File: src/hw/rtl/radar_sentence_parser_defines.svh
// Assertion helpers for the parser's modules; only rsp_back uses them.
`ifndef RADAR_SENTENCE_PARSER_DEFINES_SVH
`define RADAR_SENTENCE_PARSER_DEFINES_SVH

`ifndef SYNTHESIS
`define RSP_ASSERT_IMPLIES(label, clk, rstn, ante, cons) \
    label: assert property (@(posedge clk) disable iff (!(rstn)) (ante) |-> (cons)) \
        else $error("rsp assertion failed");
`define RSP_ASSERT_NEXT(label, clk, rstn, ante, cons) \
    label: assert property (@(posedge clk) disable iff (!(rstn)) (ante) |=> (cons)) \
        else $error("rsp assertion failed");
`else
`define RSP_ASSERT_IMPLIES(label, clk, rstn, ante, cons)
`define RSP_ASSERT_NEXT(label, clk, rstn, ante, cons)
`endif

`endif

File: src/hw/rtl/rsp_pkg.sv
package rsp_pkg;

    localparam int PART_W = 4;
    localparam int INT_W  = 33;

    // operation carried by a queued word
    localparam logic [1:0] OP_OPEN  = 2'd0;
    localparam logic [1:0] OP_DATA  = 2'd1;
    localparam logic [1:0] OP_CLOSE = 2'd2;

    // character classes seen by the field parser
    localparam logic [2:0] CC_OTHER = 3'd0;
    localparam logic [2:0] CC_COMMA = 3'd1;
    localparam logic [2:0] CC_DIGIT = 3'd2;
    localparam logic [2:0] CC_PLUS  = 3'd3;
    localparam logic [2:0] CC_MINUS = 3'd4;
    localparam logic [2:0] CC_POINT = 3'd5;
    localparam logic [2:0] CC_SPACE = 3'd6;

    localparam logic [1:0] KIND_UNKNOWN  = 2'd0;
    localparam logic [1:0] KIND_PRESENCE = 2'd1;
    localparam logic [1:0] KIND_SPEED    = 2'd2;

    typedef struct packed {
        logic [7:0] rx_byte;
        logic       buffer_end;
    } in_t;

    typedef struct packed {
        logic [1:0]         frame_kind;
        logic               target_present;
        logic               fields_valid;
        logic [7:0]         target_count;
        logic [15:0]        range_cm;
        logic signed [15:0] speed_cm_per_s;
        logic [31:0]        energy_value;
    } out_t;

    typedef struct packed {
        logic [1:0] op;
        logic [2:0] cls;
        logic [3:0] dig;
        logic       closes;
        logic [1:0] kind;
        logic       present;
    } event_t;

endpackage

File: src/hw/rtl/rsp_queue.sv
module rsp_queue
    import rsp_pkg::*;
#(
    parameter int DEPTH = 4
) (
    input  logic   aclk,
    input  logic   aresetn,
    input  logic   push,
    input  event_t push_data,
    output logic   full,
    input  logic   pop,
    output event_t pop_data,
    output logic   empty
);

    localparam int PTR_W = (DEPTH > 1) ? $clog2(DEPTH) : 1;
    localparam int CNT_W = $clog2(DEPTH + 1);

    event_t             mem_reg [DEPTH];
    logic [PTR_W-1:0]   wr_ptr_reg, wr_ptr_next;
    logic [PTR_W-1:0]   rd_ptr_reg, rd_ptr_next;
    logic [CNT_W-1:0]   count_reg, count_next;

    assign full     = (count_reg == CNT_W'(DEPTH));
    assign empty    = (count_reg == '0);
    assign pop_data = mem_reg[rd_ptr_reg];

    always_comb begin
        wr_ptr_next = wr_ptr_reg;
        rd_ptr_next = rd_ptr_reg;
        count_next  = count_reg;
        if (push) begin
            wr_ptr_next = (wr_ptr_reg == PTR_W'(DEPTH - 1)) ? '0 : wr_ptr_reg + 1'b1;
        end
        if (pop) begin
            rd_ptr_next = (rd_ptr_reg == PTR_W'(DEPTH - 1)) ? '0 : rd_ptr_reg + 1'b1;
        end
        if (push && !pop) begin
            count_next = count_reg + 1'b1;
        end else if (pop && !push) begin
            count_next = count_reg - 1'b1;
        end
    end

    always_ff @(posedge aclk) begin
        if (!aresetn) begin
            wr_ptr_reg <= '0;
            rd_ptr_reg <= '0;
            count_reg  <= '0;
        end else begin
            wr_ptr_reg <= wr_ptr_next;
            rd_ptr_reg <= rd_ptr_next;
            count_reg  <= count_next;
        end
    end

    always_ff @(posedge aclk) begin
        if (push) begin
            mem_reg[wr_ptr_reg] <= push_data;
        end
    end

endmodule

File: src/hw/rtl/rsp_front.sv
module rsp_front
    import rsp_pkg::*;
(
    input  logic   aclk,
    input  logic   aresetn,
    input  logic   s_valid,
    output logic   s_ready,
    input  in_t    s_data,
    input  logic   q_full,
    output logic   q_push,
    output event_t q_data
);

    localparam logic [7:0] CH_DOLLAR = 8'h24;
    localparam logic [7:0] CH_STAR   = 8'h2A;
    localparam logic [7:0] CH_CR     = 8'h0D;
    localparam logic [7:0] CH_LF     = 8'h0A;
    localparam logic [7:0] CH_COMMA  = 8'h2C;
    localparam logic [7:0] CH_PLUS   = 8'h2B;
    localparam logic [7:0] CH_MINUS  = 8'h2D;
    localparam logic [7:0] CH_POINT  = 8'h2E;
    localparam logic [7:0] CH_SPACE  = 8'h20;
    localparam logic [7:0] CH_TAB    = 8'h09;
    localparam logic [7:0] CH_VT     = 8'h0B;
    localparam logic [7:0] CH_FF     = 8'h0C;
    localparam logic [7:0] CH_ZERO   = 8'h30;
    localparam logic [7:0] CH_NINE   = 8'h39;
    localparam logic [7:0] CH_ONE    = 8'h31;
    localparam logic [7:0] CH_D      = 8'h44;
    localparam logic [7:0] CH_F      = 8'h46;
    localparam logic [7:0] CH_H      = 8'h48;
    localparam logic [7:0] CH_P      = 8'h50;
    localparam logic [7:0] CH_M      = 8'h4D;

    // header match state; the first three equal the frame kinds
    localparam logic [1:0] HK_MISMATCH = 2'd0;
    localparam logic [1:0] HK_PRESENCE = 2'd1;
    localparam logic [1:0] HK_SPEED    = 2'd2;
    localparam logic [1:0] HK_MATCHING = 2'd3;

    // byte offsets from the dollar sign
    localparam logic [3:0] POS_TALKER0 = 4'd1;
    localparam logic [3:0] POS_TALKER1 = 4'd2;
    localparam logic [3:0] POS_TYPE    = 4'd3;
    localparam logic [3:0] POS_MID     = 4'd4;
    localparam logic [3:0] POS_LAST    = 4'd5;
    localparam logic [3:0] POS_STATUS  = 4'd7;
    localparam logic [3:0] POS_BODY    = 4'd8;
    localparam logic [2:0] HP_STOP     = 3'd7;
    localparam logic [2:0] HP_KIND_MIN = 3'd5;

    logic       in_frame_reg, in_frame_next;
    logic [2:0] hp_reg, hp_next;
    logic [1:0] hk_reg, hk_next;
    logic       pf_reg, pf_next;

    logic       accept;
    logic [7:0] c;
    logic       last;
    logic       is_end_char;
    logic [3:0] idx;
    logic [2:0] cls;
    logic [3:0] dig;
    logic [1:0] close_kind;

    assign s_ready     = !q_full;
    assign accept      = s_valid && !q_full;
    assign c           = s_data.rx_byte;
    assign last        = s_data.buffer_end;
    assign is_end_char = (c == CH_STAR) || (c == CH_CR) || (c == CH_LF);
    assign idx         = (hp_reg < HP_STOP) ? {1'b0, hp_reg} + 4'd1 : POS_BODY;

    // classify for the field parser
    always_comb begin
        dig = '0;
        if (c == CH_COMMA) begin
            cls = CC_COMMA;
        end else if (c >= CH_ZERO && c <= CH_NINE) begin
            cls = CC_DIGIT;
            dig = 4'(c - CH_ZERO);
        end else if (c == CH_PLUS) begin
            cls = CC_PLUS;
        end else if (c == CH_MINUS) begin
            cls = CC_MINUS;
        end else if (c == CH_POINT) begin
            cls = CC_POINT;
        end else if (c == CH_SPACE || c == CH_TAB || c == CH_VT || c == CH_FF) begin
            cls = CC_SPACE;
        end else begin
            cls = CC_OTHER;
        end
    end

    always_comb begin
        in_frame_next = in_frame_reg;
        hp_next       = hp_reg;
        hk_next       = hk_reg;
        pf_next       = pf_reg;
        q_push        = 1'b0;
        q_data.op     = OP_DATA;
        q_data.cls    = cls;
        q_data.dig    = dig;
        q_data.closes = 1'b0;

        if (accept) begin
            if (!in_frame_reg) begin
                if (c == CH_DOLLAR) begin
                    in_frame_next = !last;
                    hp_next       = '0;
                    hk_next       = HK_MATCHING;
                    pf_next       = 1'b0;
                    q_push        = 1'b1;
                    q_data.op     = OP_OPEN;
                    q_data.closes = last;
                end
            end else if (is_end_char) begin
                in_frame_next = 1'b0;
                q_push        = 1'b1;
                q_data.op     = OP_CLOSE;
                q_data.closes = 1'b1;
            end else begin
                if (hp_reg < HP_STOP) begin
                    hp_next = hp_reg + 3'd1;
                end
                case (idx)
                    POS_TALKER0: begin
                        if (hk_reg == HK_MATCHING && c != CH_D) hk_next = HK_MISMATCH;
                    end
                    POS_TALKER1: begin
                        if (hk_reg == HK_MATCHING && c != CH_F) hk_next = HK_MISMATCH;
                    end
                    POS_TYPE: begin
                        if (hk_reg == HK_MATCHING) begin
                            hk_next = (c == CH_H) ? HK_PRESENCE :
                                      (c == CH_D) ? HK_SPEED : HK_MISMATCH;
                        end
                    end
                    POS_MID: begin
                        if ((hk_reg == HK_PRESENCE && c != CH_P) ||
                            (hk_reg == HK_SPEED && c != CH_M)) begin
                            hk_next = HK_MISMATCH;
                        end
                    end
                    POS_LAST: begin
                        if (c != CH_D) hk_next = HK_MISMATCH;
                    end
                    POS_STATUS: begin
                        if (hk_reg == HK_PRESENCE && c == CH_ONE) pf_next = 1'b1;
                    end
                    default: begin
                    end
                endcase
                in_frame_next = !last;
                q_push        = 1'b1;
                q_data.closes = last;
            end
        end

        // kind as it stands once this byte is taken
        close_kind = (hp_next >= HP_KIND_MIN && hk_next != HK_MATCHING) ? hk_next
                                                                          : KIND_UNKNOWN;
        q_data.kind    = close_kind;
        q_data.present = (close_kind == KIND_PRESENCE) ? pf_next : 1'b0;
    end

    always_ff @(posedge aclk) begin
        if (!aresetn) begin
            in_frame_reg <= 1'b0;
            hp_reg       <= '0;
            hk_reg       <= HK_MISMATCH;
            pf_reg       <= 1'b0;
        end else begin
            in_frame_reg <= in_frame_next;
            hp_reg       <= hp_next;
            hk_reg       <= hk_next;
            pf_reg       <= pf_next;
        end
    end

endmodule

File: src/hw/rtl/rsp_back.sv
`include "radar_sentence_parser_defines.svh"

module rsp_back
    import rsp_pkg::*;
#(
    parameter int MAX_PARTS = 10
) (
    input  logic   aclk,
    input  logic   aresetn,
    input  logic   q_empty,
    input  event_t q_data,
    output logic   q_pop,
    output logic   m_valid,
    input  logic   m_ready,
    output out_t   m_data
);

    // number parse phases
    localparam logic [2:0] PH_LEAD  = 3'd0;
    localparam logic [2:0] PH_INT   = 3'd1;
    localparam logic [2:0] PH_POINT = 3'd2;
    localparam logic [2:0] PH_FRAC2 = 3'd3;
    localparam logic [2:0] PH_DONE  = 3'd4;

    localparam logic [PART_W-1:0] TOK_COUNT  = PART_W'(1);
    localparam logic [PART_W-1:0] TOK_RANGE  = PART_W'(3);
    localparam logic [PART_W-1:0] TOK_SPEED  = PART_W'(4);
    localparam logic [PART_W-1:0] TOK_ENERGY = PART_W'(5);
    localparam logic [PART_W-1:0] PARTS_MIN  = PART_W'(6);
    localparam logic [PART_W-1:0] PARTS_CAP  = PART_W'(MAX_PARTS);

    localparam logic [INT_W-1:0] INT_CAP = '1;

    logic [PART_W-1:0] pidx_reg, pidx_next;
    logic              has_reg, has_next;
    logic              pend_reg, pend_next;
    logic [1:0]        pend_kind_reg, pend_kind_next;
    logic              pend_present_reg, pend_present_next;
    logic [INT_W-1:0]  ip_reg, ip_next;
    logic              sign_reg, sign_next;
    logic [2:0]        ph_reg, ph_next;
    logic [6:0]        fr_reg, fr_next;
    logic [7:0]        cnt_reg, cnt_next;
    logic [15:0]       rng_reg, rng_next;
    logic [15:0]       spd_reg, spd_next;
    logic [31:0]       nrg_reg, nrg_next;
    logic              m_valid_reg, m_valid_next;
    out_t              m_data_reg, m_data_next;

    logic              slot_free;
    logic              end_req;
    logic              emit;
    logic [1:0]        emit_kind;
    logic              emit_present;
    logic              valid_out;

    logic [INT_W-1:0]  cur_ip;
    logic              cur_sign;
    logic [2:0]        cur_ph;
    logic [6:0]        cur_fr;
    logic [INT_W+3:0]  ip_x10;
    logic [6:0]        dig_x10;

    logic [INT_W+6:0]  mag;
    logic [16:0]       neg_mag;
    logic [16:0]       mag_clip;
    logic [7:0]        cnt_conv;
    logic [15:0]       rng_conv;
    logic [15:0]       spd_conv;
    logic [31:0]       nrg_conv;

    assign slot_free = !m_valid_reg || m_ready;
    assign m_valid   = m_valid_reg;
    assign m_data    = m_data_reg;

    // part values from the finished number
    always_comb begin
        mag = ({7'd0, ip_reg} << 6) + ({7'd0, ip_reg} << 5) + ({7'd0, ip_reg} << 2)
            + (INT_W + 7)'(fr_reg);
        cnt_conv = sign_reg ? 8'd0 : ((ip_reg > INT_W'(255)) ? 8'hFF : ip_reg[7:0]);
        rng_conv = sign_reg ? 16'd0 : ((mag > (INT_W + 7)'(65535)) ? 16'hFFFF : mag[15:0]);
        nrg_conv = sign_reg ? 32'd0 :
                   ((ip_reg > INT_W'(32'hFFFF_FFFF)) ? 32'hFFFF_FFFF : ip_reg[31:0]);
        if (sign_reg) begin
            mag_clip = (mag > (INT_W + 7)'(32768)) ? 17'h08000 : mag[16:0];
        end else begin
            mag_clip = (mag > (INT_W + 7)'(32767)) ? 17'h07FFF : mag[16:0];
        end
        neg_mag  = 17'h10000 - mag_clip;
        spd_conv = sign_reg ? neg_mag[15:0] : mag_clip[15:0];
    end

    // number state as seen by the byte, cleared at a part's first character
    always_comb begin
        cur_ip   = has_reg ? ip_reg : '0;
        cur_sign = has_reg ? sign_reg : 1'b0;
        cur_ph   = has_reg ? ph_reg : PH_LEAD;
        cur_fr   = has_reg ? fr_reg : '0;
        ip_x10   = ({4'd0, cur_ip} << 3) + ({4'd0, cur_ip} << 1) + (INT_W + 4)'(q_data.dig);
        dig_x10  = ({3'd0, q_data.dig} << 3) + ({3'd0, q_data.dig} << 1);
    end

    always_comb begin
        pidx_next         = pidx_reg;
        has_next          = has_reg;
        pend_next         = pend_reg;
        pend_kind_next    = pend_kind_reg;
        pend_present_next = pend_present_reg;
        ip_next           = ip_reg;
        sign_next         = sign_reg;
        ph_next           = ph_reg;
        fr_next           = fr_reg;
        cnt_next          = cnt_reg;
        rng_next          = rng_reg;
        spd_next          = spd_reg;
        nrg_next          = nrg_reg;
        q_pop             = 1'b0;
        end_req           = 1'b0;
        emit              = 1'b0;
        emit_kind         = q_data.kind;
        emit_present      = q_data.present;

        if (pend_reg) begin
            // finish a close carried by its own data or open byte
            if (slot_free) begin
                end_req      = 1'b1;
                emit         = 1'b1;
                emit_kind    = pend_kind_reg;
                emit_present = pend_present_reg;
                pend_next    = 1'b0;
            end
        end else if (!q_empty && (q_data.op != OP_CLOSE || slot_free)) begin
            q_pop = 1'b1;
            case (q_data.op)
                OP_OPEN: begin
                    pidx_next = '0;
                    has_next  = 1'b1;
                    ip_next   = '0;
                    sign_next = 1'b0;
                    ph_next   = PH_LEAD;
                    fr_next   = '0;
                end
                OP_DATA: begin
                    if (q_data.cls == CC_COMMA) begin
                        end_req = 1'b1;
                    end else begin
                        has_next  = 1'b1;
                        ip_next   = cur_ip;
                        sign_next = cur_sign;
                        ph_next   = cur_ph;
                        fr_next   = cur_fr;
                        case (cur_ph)
                            PH_LEAD: begin
                                if (q_data.cls == CC_PLUS || q_data.cls == CC_MINUS) begin
                                    sign_next = (q_data.cls == CC_MINUS);
                                    ph_next   = PH_INT;
                                end else if (q_data.cls == CC_DIGIT) begin
                                    ip_next = INT_W'(q_data.dig);
                                    ph_next = PH_INT;
                                end else if (q_data.cls == CC_POINT) begin
                                    ph_next = PH_POINT;
                                end else if (q_data.cls != CC_SPACE) begin
                                    ph_next = PH_DONE;
                                end
                            end
                            PH_INT: begin
                                if (q_data.cls == CC_DIGIT) begin
                                    ip_next = (ip_x10 > {4'd0, INT_CAP}) ? INT_CAP
                                                                         : ip_x10[INT_W-1:0];
                                end else if (q_data.cls == CC_POINT) begin
                                    ph_next = PH_POINT;
                                end else begin
                                    ph_next = PH_DONE;
                                end
                            end
                            PH_POINT: begin
                                if (q_data.cls == CC_DIGIT) begin
                                    fr_next = dig_x10;
                                    ph_next = PH_FRAC2;
                                end else begin
                                    ph_next = PH_DONE;
                                end
                            end
                            PH_FRAC2: begin
                                if (q_data.cls == CC_DIGIT) begin
                                    fr_next = cur_fr + 7'(q_data.dig);
                                end
                                ph_next = PH_DONE;
                            end
                            default: begin
                            end
                        endcase
                    end
                end
                OP_CLOSE: begin
                    end_req = 1'b1;
                    emit    = 1'b1;
                end
                default: begin
                end
            endcase
            if (q_data.closes && q_data.op != OP_CLOSE) begin
                pend_next         = 1'b1;
                pend_kind_next    = q_data.kind;
                pend_present_next = q_data.present;
            end
        end

        // end of a part: store it if it had characters
        if (end_req && has_reg) begin
            has_next = 1'b0;
            if (pidx_reg < PARTS_CAP) begin
                pidx_next = pidx_reg + 1'b1;
            end
            case (pidx_reg)
                TOK_COUNT:  cnt_next = cnt_conv;
                TOK_RANGE:  rng_next = rng_conv;
                TOK_SPEED:  spd_next = spd_conv;
                TOK_ENERGY: nrg_next = nrg_conv;
                default: begin
                end
            endcase
        end

        valid_out                  = (emit_kind == KIND_SPEED) && (pidx_next >= PARTS_MIN);
        m_data_next                = m_data_reg;
        m_valid_next               = m_valid_reg && !m_ready;
        if (emit) begin
            m_valid_next                = 1'b1;
            m_data_next.frame_kind      = emit_kind;
            m_data_next.target_present  = emit_present;
            m_data_next.fields_valid    = valid_out;
            m_data_next.target_count    = valid_out ? cnt_next : 8'd0;
            m_data_next.range_cm        = valid_out ? rng_next : 16'd0;
            m_data_next.speed_cm_per_s  = valid_out ? $signed(spd_next) : 16'sd0;
            m_data_next.energy_value    = valid_out ? nrg_next : 32'd0;
        end
    end

    always_ff @(posedge aclk) begin
        if (!aresetn) begin
            pidx_reg    <= '0;
            has_reg     <= 1'b0;
            pend_reg    <= 1'b0;
            sign_reg    <= 1'b0;
            ph_reg      <= PH_LEAD;
            m_valid_reg <= 1'b0;
        end else begin
            pidx_reg    <= pidx_next;
            has_reg     <= has_next;
            pend_reg    <= pend_next;
            sign_reg    <= sign_next;
            ph_reg      <= ph_next;
            m_valid_reg <= m_valid_next;
        end
    end

    always_ff @(posedge aclk) begin
        pend_kind_reg    <= pend_kind_next;
        pend_present_reg <= pend_present_next;
        ip_reg           <= ip_next;
        fr_reg           <= fr_next;
        cnt_reg          <= cnt_next;
        rng_reg          <= rng_next;
        spd_reg          <= spd_next;
        nrg_reg          <= nrg_next;
        m_data_reg       <= m_data_next;
    end

    `RSP_ASSERT_IMPLIES(a_pend_blocks_pop, aclk, aresetn, pend_reg, !q_pop)
    `RSP_ASSERT_NEXT(a_close_emits, aclk, aresetn, q_pop && q_data.op == OP_CLOSE, m_valid_reg)
    `RSP_ASSERT_IMPLIES(a_fields_speed_only, aclk, aresetn, m_valid_reg && m_data_reg.fields_valid, m_data_reg.frame_kind == KIND_SPEED)
    `RSP_ASSERT_IMPLIES(a_present_kind, aclk, aresetn, m_valid_reg && m_data_reg.target_present, m_data_reg.frame_kind == KIND_PRESENCE)

endmodule

File: src/hw/rtl/radar_sentence_parser.sv
// Sentence parser for a radar module's ASCII stream: takes one received byte
// per cycle on s_, and for every frame that opens at '$' and closes at '*',
// CR, LF or a byte flagged buffer_end, delivers one decoded word on m_
// (header kind, presence status, and target count, range, speed and energy
// of a speed sentence). The front end matches the header and classifies
// each byte in the cycle it is taken; a QUEUE_DEPTH-word queue hands the
// bytes to the field parser, which converts numbers and holds the result
// in an output register. A byte is taken every cycle as long as the queue
// has room; the field parser drains one word per cycle, except that a
// buffer_end byte that carries data or opens a frame leaves a close pending
// that is finished before the next word is drained, and it stalls only
// while a finished result waits on m_ready. A result is written to the
// output register as the close word or the pending close is handled.
module radar_sentence_parser
    import rsp_pkg::*;
#(
    parameter int MAX_PARTS   = 10,
    parameter int QUEUE_DEPTH = 4
) (
    input  logic aclk,
    input  logic aresetn,
    input  logic s_valid,
    output logic s_ready,
    input  in_t  s_data,
    output logic m_valid,
    input  logic m_ready,
    output out_t m_data
);

    logic   q_push;
    logic   q_pop;
    logic   q_full;
    logic   q_empty;
    event_t q_wdata;
    event_t q_rdata;

    rsp_front u_front (
        .aclk    (aclk),
        .aresetn (aresetn),
        .s_valid (s_valid),
        .s_ready (s_ready),
        .s_data  (s_data),
        .q_full  (q_full),
        .q_push  (q_push),
        .q_data  (q_wdata)
    );

    rsp_queue #(
        .DEPTH (QUEUE_DEPTH)
    ) u_queue (
        .aclk      (aclk),
        .aresetn   (aresetn),
        .push      (q_push),
        .push_data (q_wdata),
        .full      (q_full),
        .pop       (q_pop),
        .pop_data  (q_rdata),
        .empty     (q_empty)
    );

    rsp_back #(
        .MAX_PARTS (MAX_PARTS)
    ) u_back (
        .aclk    (aclk),
        .aresetn (aresetn),
        .q_empty (q_empty),
        .q_data  (q_rdata),
        .q_pop   (q_pop),
        .m_valid (m_valid),
        .m_ready (m_ready),
        .m_data  (m_data)
    );

endmodule
File: config.mk
export PLATFORM = sky130hd
export DESIGN_NAME = radar_sentence_parser
export DESIGN_NICKNAME = d
export VERILOG_FILES = /design/src/hw/rtl/rsp_pkg.sv /design/src/hw/rtl/rsp_queue.sv /design/src/hw/rtl/rsp_front.sv /design/src/hw/rtl/rsp_back.sv /design/src/hw/rtl/radar_sentence_parser.sv
export VERILOG_INCLUDE_DIRS = /design/src /design/src/hw/rtl
export SDC_FILE = /design/constraint.sdc
export NUM_CORES = 1
export LEC_CHECK = 0
export BUFFER_PORTS_ARGS = -buffer_cell sky130_fd_sc_hd__buf_2
export CAP_MARGIN = 20
export CORE_MARGIN = 1.5
export CORE_UTILIZATION = 58
export CTS_BUF_LIST = sky130_fd_sc_hd__clkbuf_8
export DETAILED_ROUTE_END_ITERATION = 8
export PLACE_DENSITY = 0.87
export SYNTH_ARGS = -nofsm -noshare
export SYNTH_HDL_FRONTEND = slang
export SYNTH_SLANG_ARGS = --single-unit
File: constraint.sdc
create_clock -name aclk -period 6 [get_ports aclk]
set_input_delay 0.3 -clock aclk [delete_from_list [all_inputs] [get_ports aclk]]
set_output_delay 0.3 -clock aclk [all_outputs]
set_load 0.005 [all_outputs]
==> metrics, run 1 <==
synthesized area per cell a little under 10 µm²; most frequent cells in the layout ha_1, edfxtp_1, nand2_1; final WL ~49 mm; Worst Path Max Fanout 9; number of enable flip-flop cells after synthesis around 170; Syn-to-layout area delta 11.7%; H-Tree Depth 2; Max Freq ~170 MHz; number of failing hold endpoints at the final stage 0; predominant post-synthesis flop cell edfxtp_1; most common cell after layout, fill and taps aside ha_1; Critical Path AT between 6 and 7 ns; die height ~180 µm; Syn Std Cell Area between 0.015 and 0.02 mm²; row count between 60 and 70; Slew Limit Fails 0; nets about 2.4k; Critical Path Max Stage Delay between 0.5 and 0.6 ns; number of fill cells approximately 2.5k; Synth async-reset ratio 0%; post-synth cell types between 90 and 100; die area 0.0342 mm²; kind of critical path flop to flop; Synth area leaders edfxtp_1, ha_1, dfxtp_1, fa_1, o21ai_0; most used cell, CP a21oi_1; core area around 0.033 mm²; Yosys top cell by area edfxtp_1; worst reg2reg setup slack about 0.23 ns; gr ovfl total 0; clk buf depth 3; First-pass DRT Iterations 6; clk_skew approximately 0.031 ns; floorplan die width about 180 µm; clk sinks 270; wire per inst between 15 and 20 µm; port bufs 90; CTS tree built; final setup fails 0; synthesized net count around 2.2k; Largest register FFs 76; reg-to-reg endpoint u_back.m_data[40]; Via density 6.20; Hold Path Origin aresetn; initial antenna violation count 0; Gate Count Post-Synth 1,965; post-layout minimum cycle time between 5 and 6 ns; CTS buffer count between 40 and 50; Worst Hold Slack just over 0.05 ns; placed wire-length estimate 36.0 mm; drt drc 0; post-route clock period utilization between 90% and 100%; placed insts ~2.5k; share of cells above drive strength 1 between 10% and 20%; slowest CP cell or4_1; hold worst-path end u_back.m_valid; Hold Path Cell Cnt 2; synth warn 0; Worst R2R Path Depth 21; worst path cell trace inv_1, fa_1, inv_1, ha_1, ha_1, a21oi_1, o21ai_1, a21o_1, a21oi_1, nand2_1, a21oi_1, xnor2_1, or4_1, buf_4, o21ai_0, a21oi_1, ha_4, nand2_1, mux2i_1, o41ai_2, and2_1; Total GRT Usage between 20% and 30%; first-pass GRT wire length between 70 and 80 mm; Synth top area share a little over a quarter; clk_lat worst skew 0.61 ns; vias in the first global route ~15k; FF-to-FF Start u_back.ip_reg[19]; Synth Register Bits 270; Clock transition at path regs 0.07 ns; Initial Utilization around 59%; critical path required time ~6.5 ns; post-synthesis sequential area ratio 37.1%; Critical Path End Type flop; worst rel slew slack about a fifth; status complete, no violations; root buf cell clkbuf_8; Placer Congestion around 0.95; Worst setup SP type flop; Antenna Cells 0; remaining antenna violation count 0; largest net degree at the start of global routing 65; Max-Cap Viols 0; worst slew pin tran 1.17 ns; Hold/Removal Path Class primary input to flop; vias roughly 16k; Post-Layout Cell Count between 2k and 3k; initial DRC count ~1.4k; I/O pin cnt 91
[layout make-up]
type	instances	area, µm²	area share, %
multi-input cells	1498	11400	53.2
flip-flops and latches	270	7120	33.2
repair buffers	167	1030	4.81
clock buffers	53	729	3.41
well taps	442	553	2.58
inverters	107	402	1.88
clock inverters	29	189	0.882
[synthesized netlist by cell type (15+ instances only)]
cell,count
ha_1,223
edfxtp_1,171
nand2_1,160
o21ai_0,135
a21oi_1,120
inv_1,107
nor2_1,106
dfxtp_1,99
clkbuf_1,74
and2_1,73
nor2b_1,69
a21o_1,51
nand3_1,44
fa_1,37
nand4_1,34
a211oi_1,33
xnor2_1,30
nor3_1,29
a221o_1,26
xor2_1,24
and3_1,22
o21a_1,21
nand2b_1,19
mux2i_1,15
o31ai_1,15
[how the worst max path moves through the flow]
stage                      startpoint                 to  slack (ns)  cells after the start
floorplan            u_back.ip_reg[4]  u_back.m_data[40]        0.23                     25
global placement     u_back.ip_reg[0]  u_back.m_data[40]        0.19                     21
detailed placement   u_back.ip_reg[0]  u_back.m_data[40]      -0.007                     20
CTS                  u_back.ip_reg[0]  u_back.m_data[40]        0.04                     20
global route        u_back.ip_reg[17]  u_back.m_data[40]      -0.008                     22
finish              u_back.ip_reg[19]  u_back.m_data[40]        0.23                     21
[metal layers]
layer  up-vias  track usage, %  wire (µm)
met5         -               0          0
met4         0            11.6       1650
met3       119            4.17       3610
met2       696            48.2      23300
met1      7608            37.0      20500
li1       7479               -          -
[what timing repair did]
| action | in CTS | in global routing |
|---|---|---|
| hold buffers | 1 | 0 |
| setup buffers | 0 | 8 |
| resized for setup | 1 | 21 |
| endpoints found under the setup margin | 3 | 12 |
| pin swaps | 0 | 4 |
| endpoints found under the hold margin | 1 | 0 |
[cells by family after synthesis]
kind of cell | Yosys count | synth area share [%]
buffers and inverters | 197 | 4.01
AND/OR/NAND/NOR | 618 | 16.7
multiplexers | 33 | 2.60
XOR/XNOR | 54 | 2.47
flip-flops | 270 | 37.1
adder cells (fa/ha/maj) | 260 | 18.4
AO/OA/AOI/OAI | 533 | 18.7
[worst max-delay path: cells and delay by family, from the launching register on]
kind	cells	cell delay [ns]
AOI/OAI and AO/OA	8	2.01
xor gates and xnor gates	1	0.10
adders and majority gates	4	1.44
buffers and inverters	3	0.40
DFF	1	0.52
muxes	1	0.11
and+or+nand+nor	4	1.03
[metrics by stage]
step	cell area (µm²)	setup WS, ns	util [%]	setup TNS, ns
after floorplan	19200	0.232	-	0
after global placement	20400	0.191	62.5	0
after detailed placement	20400	-0.00691	62.5	-0.00691
after CTS	21300	0.0419	65.4	0
after global routing	21400	-0.00837	65.8	-0.00837
final	21400	0.235	65.8	0
Power of run 1 is left out: the tool's default activity adds up to more than one toggle a clock period on the data nets, which glitch-free logic cannot reach.
==> run 2, diff against run 1 <==
--- a/config.mk
+++ b/config.mk
@@ -6,13 +6,14 @@
 export SDC_FILE = /design/constraint.sdc
 export NUM_CORES = 1
 export LEC_CHECK = 0
+export ABC_AREA = 1
 export BUFFER_PORTS_ARGS = -buffer_cell sky130_fd_sc_hd__buf_2
 export CAP_MARGIN = 20
 export CORE_MARGIN = 1.5
-export CORE_UTILIZATION = 58
+export CORE_UTILIZATION = 59
 export CTS_BUF_LIST = sky130_fd_sc_hd__clkbuf_8
 export DETAILED_ROUTE_END_ITERATION = 8
-export PLACE_DENSITY = 0.87
+export PLACE_DENSITY = 0.88
 export SYNTH_ARGS = -nofsm -noshare
 export SYNTH_HDL_FRONTEND = slang
 export SYNTH_SLANG_ARGS = --single-unit
==> run 2 against run 1 <==
Effect of this change:
- via count increased by 12%
- register-to-register slack improved by 0.34 ns
- synthesized area increased by 4.9%
- core utilization about the same
- sequential share of layout area decreased by 0.99 points
- die area increased by 3.1%
- wire length increased by 4.6%
- critical path type unchanged
==> metrics, run 2 <==
die area 0.0352 mm² (+3.1%); grt met1 use 38.0% (+1.1 points); GR peak layer met2; Antenna Cells 0 (unchanged); Clock transition at path regs 0.07 ns (about the same); kind of critical path flop to flop; post-cts sizing count 0 (-1); largest net degree at the start of global routing 47 (-28%); slowest CP cell edfxtp_1; Synth Register Bits 270 (unchanged); Slew Limit Fails 0 (unchanged); worst rel slew slack 28.7% (+7.3 points); nets 2,995 (+27%); Placer Congestion 0.971 (+2.4%); Yosys top cell by area edfxtp_1; I/O pin cnt 91 (unchanged); clk sinks 270 (unchanged); synthesized net count 2,880 (+29%); synth warn 0 (unchanged); remaining antenna violation count 0 (unchanged); most frequent cells in the layout nand2_1, inv_1, ha_1; post-synthesis sequential area ratio 35.4% (-1.7 points); row count 67 (+1.5%); Synth async-reset ratio 0% (unchanged); met2 GRT Util 48.7% (+0.55 points); Worst Path Max Fanout 14 (+5); root buf cell clkbuf_8; clk buf depth 3 (unchanged); Syn-to-layout area delta 9.71%; floorplan die width 188 µm (+1.5%); setup TNS 0 ns (unchanged); most used cell, CP nand2_1; synthesized area per cell 7.72 µm² (-21%); area of the multi-input gates 0.0110 mm² (-3.7%); Synth top area share 25.5% (-1.2 points); gr ovfl total 0 (unchanged); number of fill cells 2,741 (+9.6%); vias 17.8k (+12%); placed wire-length estimate 38.7 mm (+7.4%); H-Tree Depth 2 (unchanged); Gate Count Post-Synth 2,607 (+33%); vias in the first global route 17.3k (+12%); Critical Path AT 5.78 ns (-0.45 ns); Max-Cap Viols 0 (unchanged); final setup fails 0 (unchanged); Worst setup SP type flop; post-layout minimum cycle time 5.43 ns (-0.337 ns); initial DRC count 1,660 (+15%); port bufs 90 (unchanged); wire per inst 16.0 µm (-16%); core area 0.0335 mm² (+3.1%); die height 188 µm (+1.5%); RSZ-0062 raised after global routing no; first-pass GRT wire length 84.1 mm (+7.7%); Total GRT Usage 29.1% (+0.55 points); most common cell after layout, fill and taps aside nand2_1; status complete, no violations; final WL 51.3 mm (+4.6%); Via density 5.55 (-10%); post-synth cell types 59 (-36%); Critical Path End Type flop; Register Area 0.00712 mm² (unchanged); post-route clock period utilization 90.5% (-5.6 points); number of enable flip-flop cells after synthesis 171 (unchanged); CTS buffer count 44 (unchanged); Synth area leaders edfxtp_1, ha_1, nand2_1, dfxtp_1, inv_1; Initial Utilization 60.0% (+1.0 points); Max Freq 184 MHz (+6.2%); M3 GR Usage 4.12% (-0.051 points); post-layout util 65.8% (about the same); clk_lat worst skew 0.60 ns (about the same); drt drc 0 (unchanged); Finished Cell Area 0.0221 mm² (+3.1%); First-pass DRT Iterations 5 (-1); predominant post-synthesis flop cell edfxtp_1; CTS tree built; initial antenna violation count 0 (unchanged); Placed Area 0.0211 mm² (+3.9%); Largest register FFs 76 (unchanged); clk_skew 0.0278 ns (-0.00351 ns); Critical Path Max Stage Delay 0.64 ns (+0.06 ns); worst slew pin tran 1.07 ns (-0.0993 ns); share of cells above drive strength 1 9.00% (-4.7 points); number of failing hold endpoints at the final stage 0 (unchanged); synth cell count leaders nand2_1, inv_1, ha_1; critical path required time 6.35 ns (-0.11 ns); top-count cell post-synth nand2_1; Syn Std Cell Area 0.0201 mm² (+4.9%); Hold/Removal Path Class primary input to flop
## run 2: what timing repair did
item                       CTS  global route
buffers inserted             0             0
hold endpoints to repair     3             0
hold buffers                 3             0
setup endpoints to repair    0             0
## run 2: worst max-delay path, delay by kind of cell, from the launching register on
family,cells,cell delay [ns]
AND/OR/NAND/NOR,20,2.15
adder cells (fa/ha/maj),4,1.58
flip-flops,1,0.64
buffers and inverters,4,0.37
AO/OA/AOI/OAI,2,0.30
XOR/XNOR,1,0.15
## run 2: per-layer routing
| metal | up-vias | part of all wire, % | wire (µm) |
|---|---|---|---|
| met5 | - | 0 | 0 |
| met4 | 0 | 3.6 | 1830 |
| met3 | 134 | 7.1 | 3640 |
| met2 | 731 | 47 | 24000 |
| met1 | 8268 | 43 | 21800 |
| li1 | 8648 | - | - |
## run 2: final timing paths
kind	start	endpoint	slack (ns)	depth (start not counted)
worst max-delay path	u_back.ip_reg[0]	u_back.m_data[34]	0.57	31
worst max register to register	u_back.ip_reg[0]	u_back.m_data[34]	0.57	31
worst min register to register	u_back.rng_reg[8]	u_back.rng_reg[8]	0.45	2
worst min-delay path	s_data[3]	u_queue.mem_reg[3][6]	0.19	3
## run 2: stage by stage
stage / hold slack (ns) / worst slack (ns) / std cells
after global placement: 0.432 / 0.680 / 3120
after CTS: 0.164 / 0.603 / 3204
after global routing: 0.206 / 0.100 / 3205
after detailed placement: 0.436 / 0.595 / 3120
after floorplan: 0.421 / 0.133 / 2607
final: 0.188 / 0.571 / 3205
## run 2: cells by family (layout without fill, tap and decap cells)
family	Yosys count	count (layout)	synth area share, %
AND/OR/NAND/NOR	1059	1059	22.0
multiplexers	32	32	1.59
adder cells (fa/ha/maj)	260	260	17.6
XOR/XNOR	53	53	2.31
AO/OA/AOI/OAI	398	398	11.0
buffers and inverters	535	685	10.2
flip-flops	270	270	35.4
## run 2: layout make-up
| type | instances | area share (%) |
|---|---|---|
| Multi-Input combinational cell | 1802 | 49.7 |
| Sequential cell | 270 | 32.2 |
| Inverter | 481 | 8.18 |
| Timing Repair Buffer | 123 | 3.31 |
| Clock buffer | 49 | 3.06 |
| Tap cell | 448 | 2.54 |
| Clock inverter | 32 | 0.958 |
Power of run 2 is left out for the same reason.
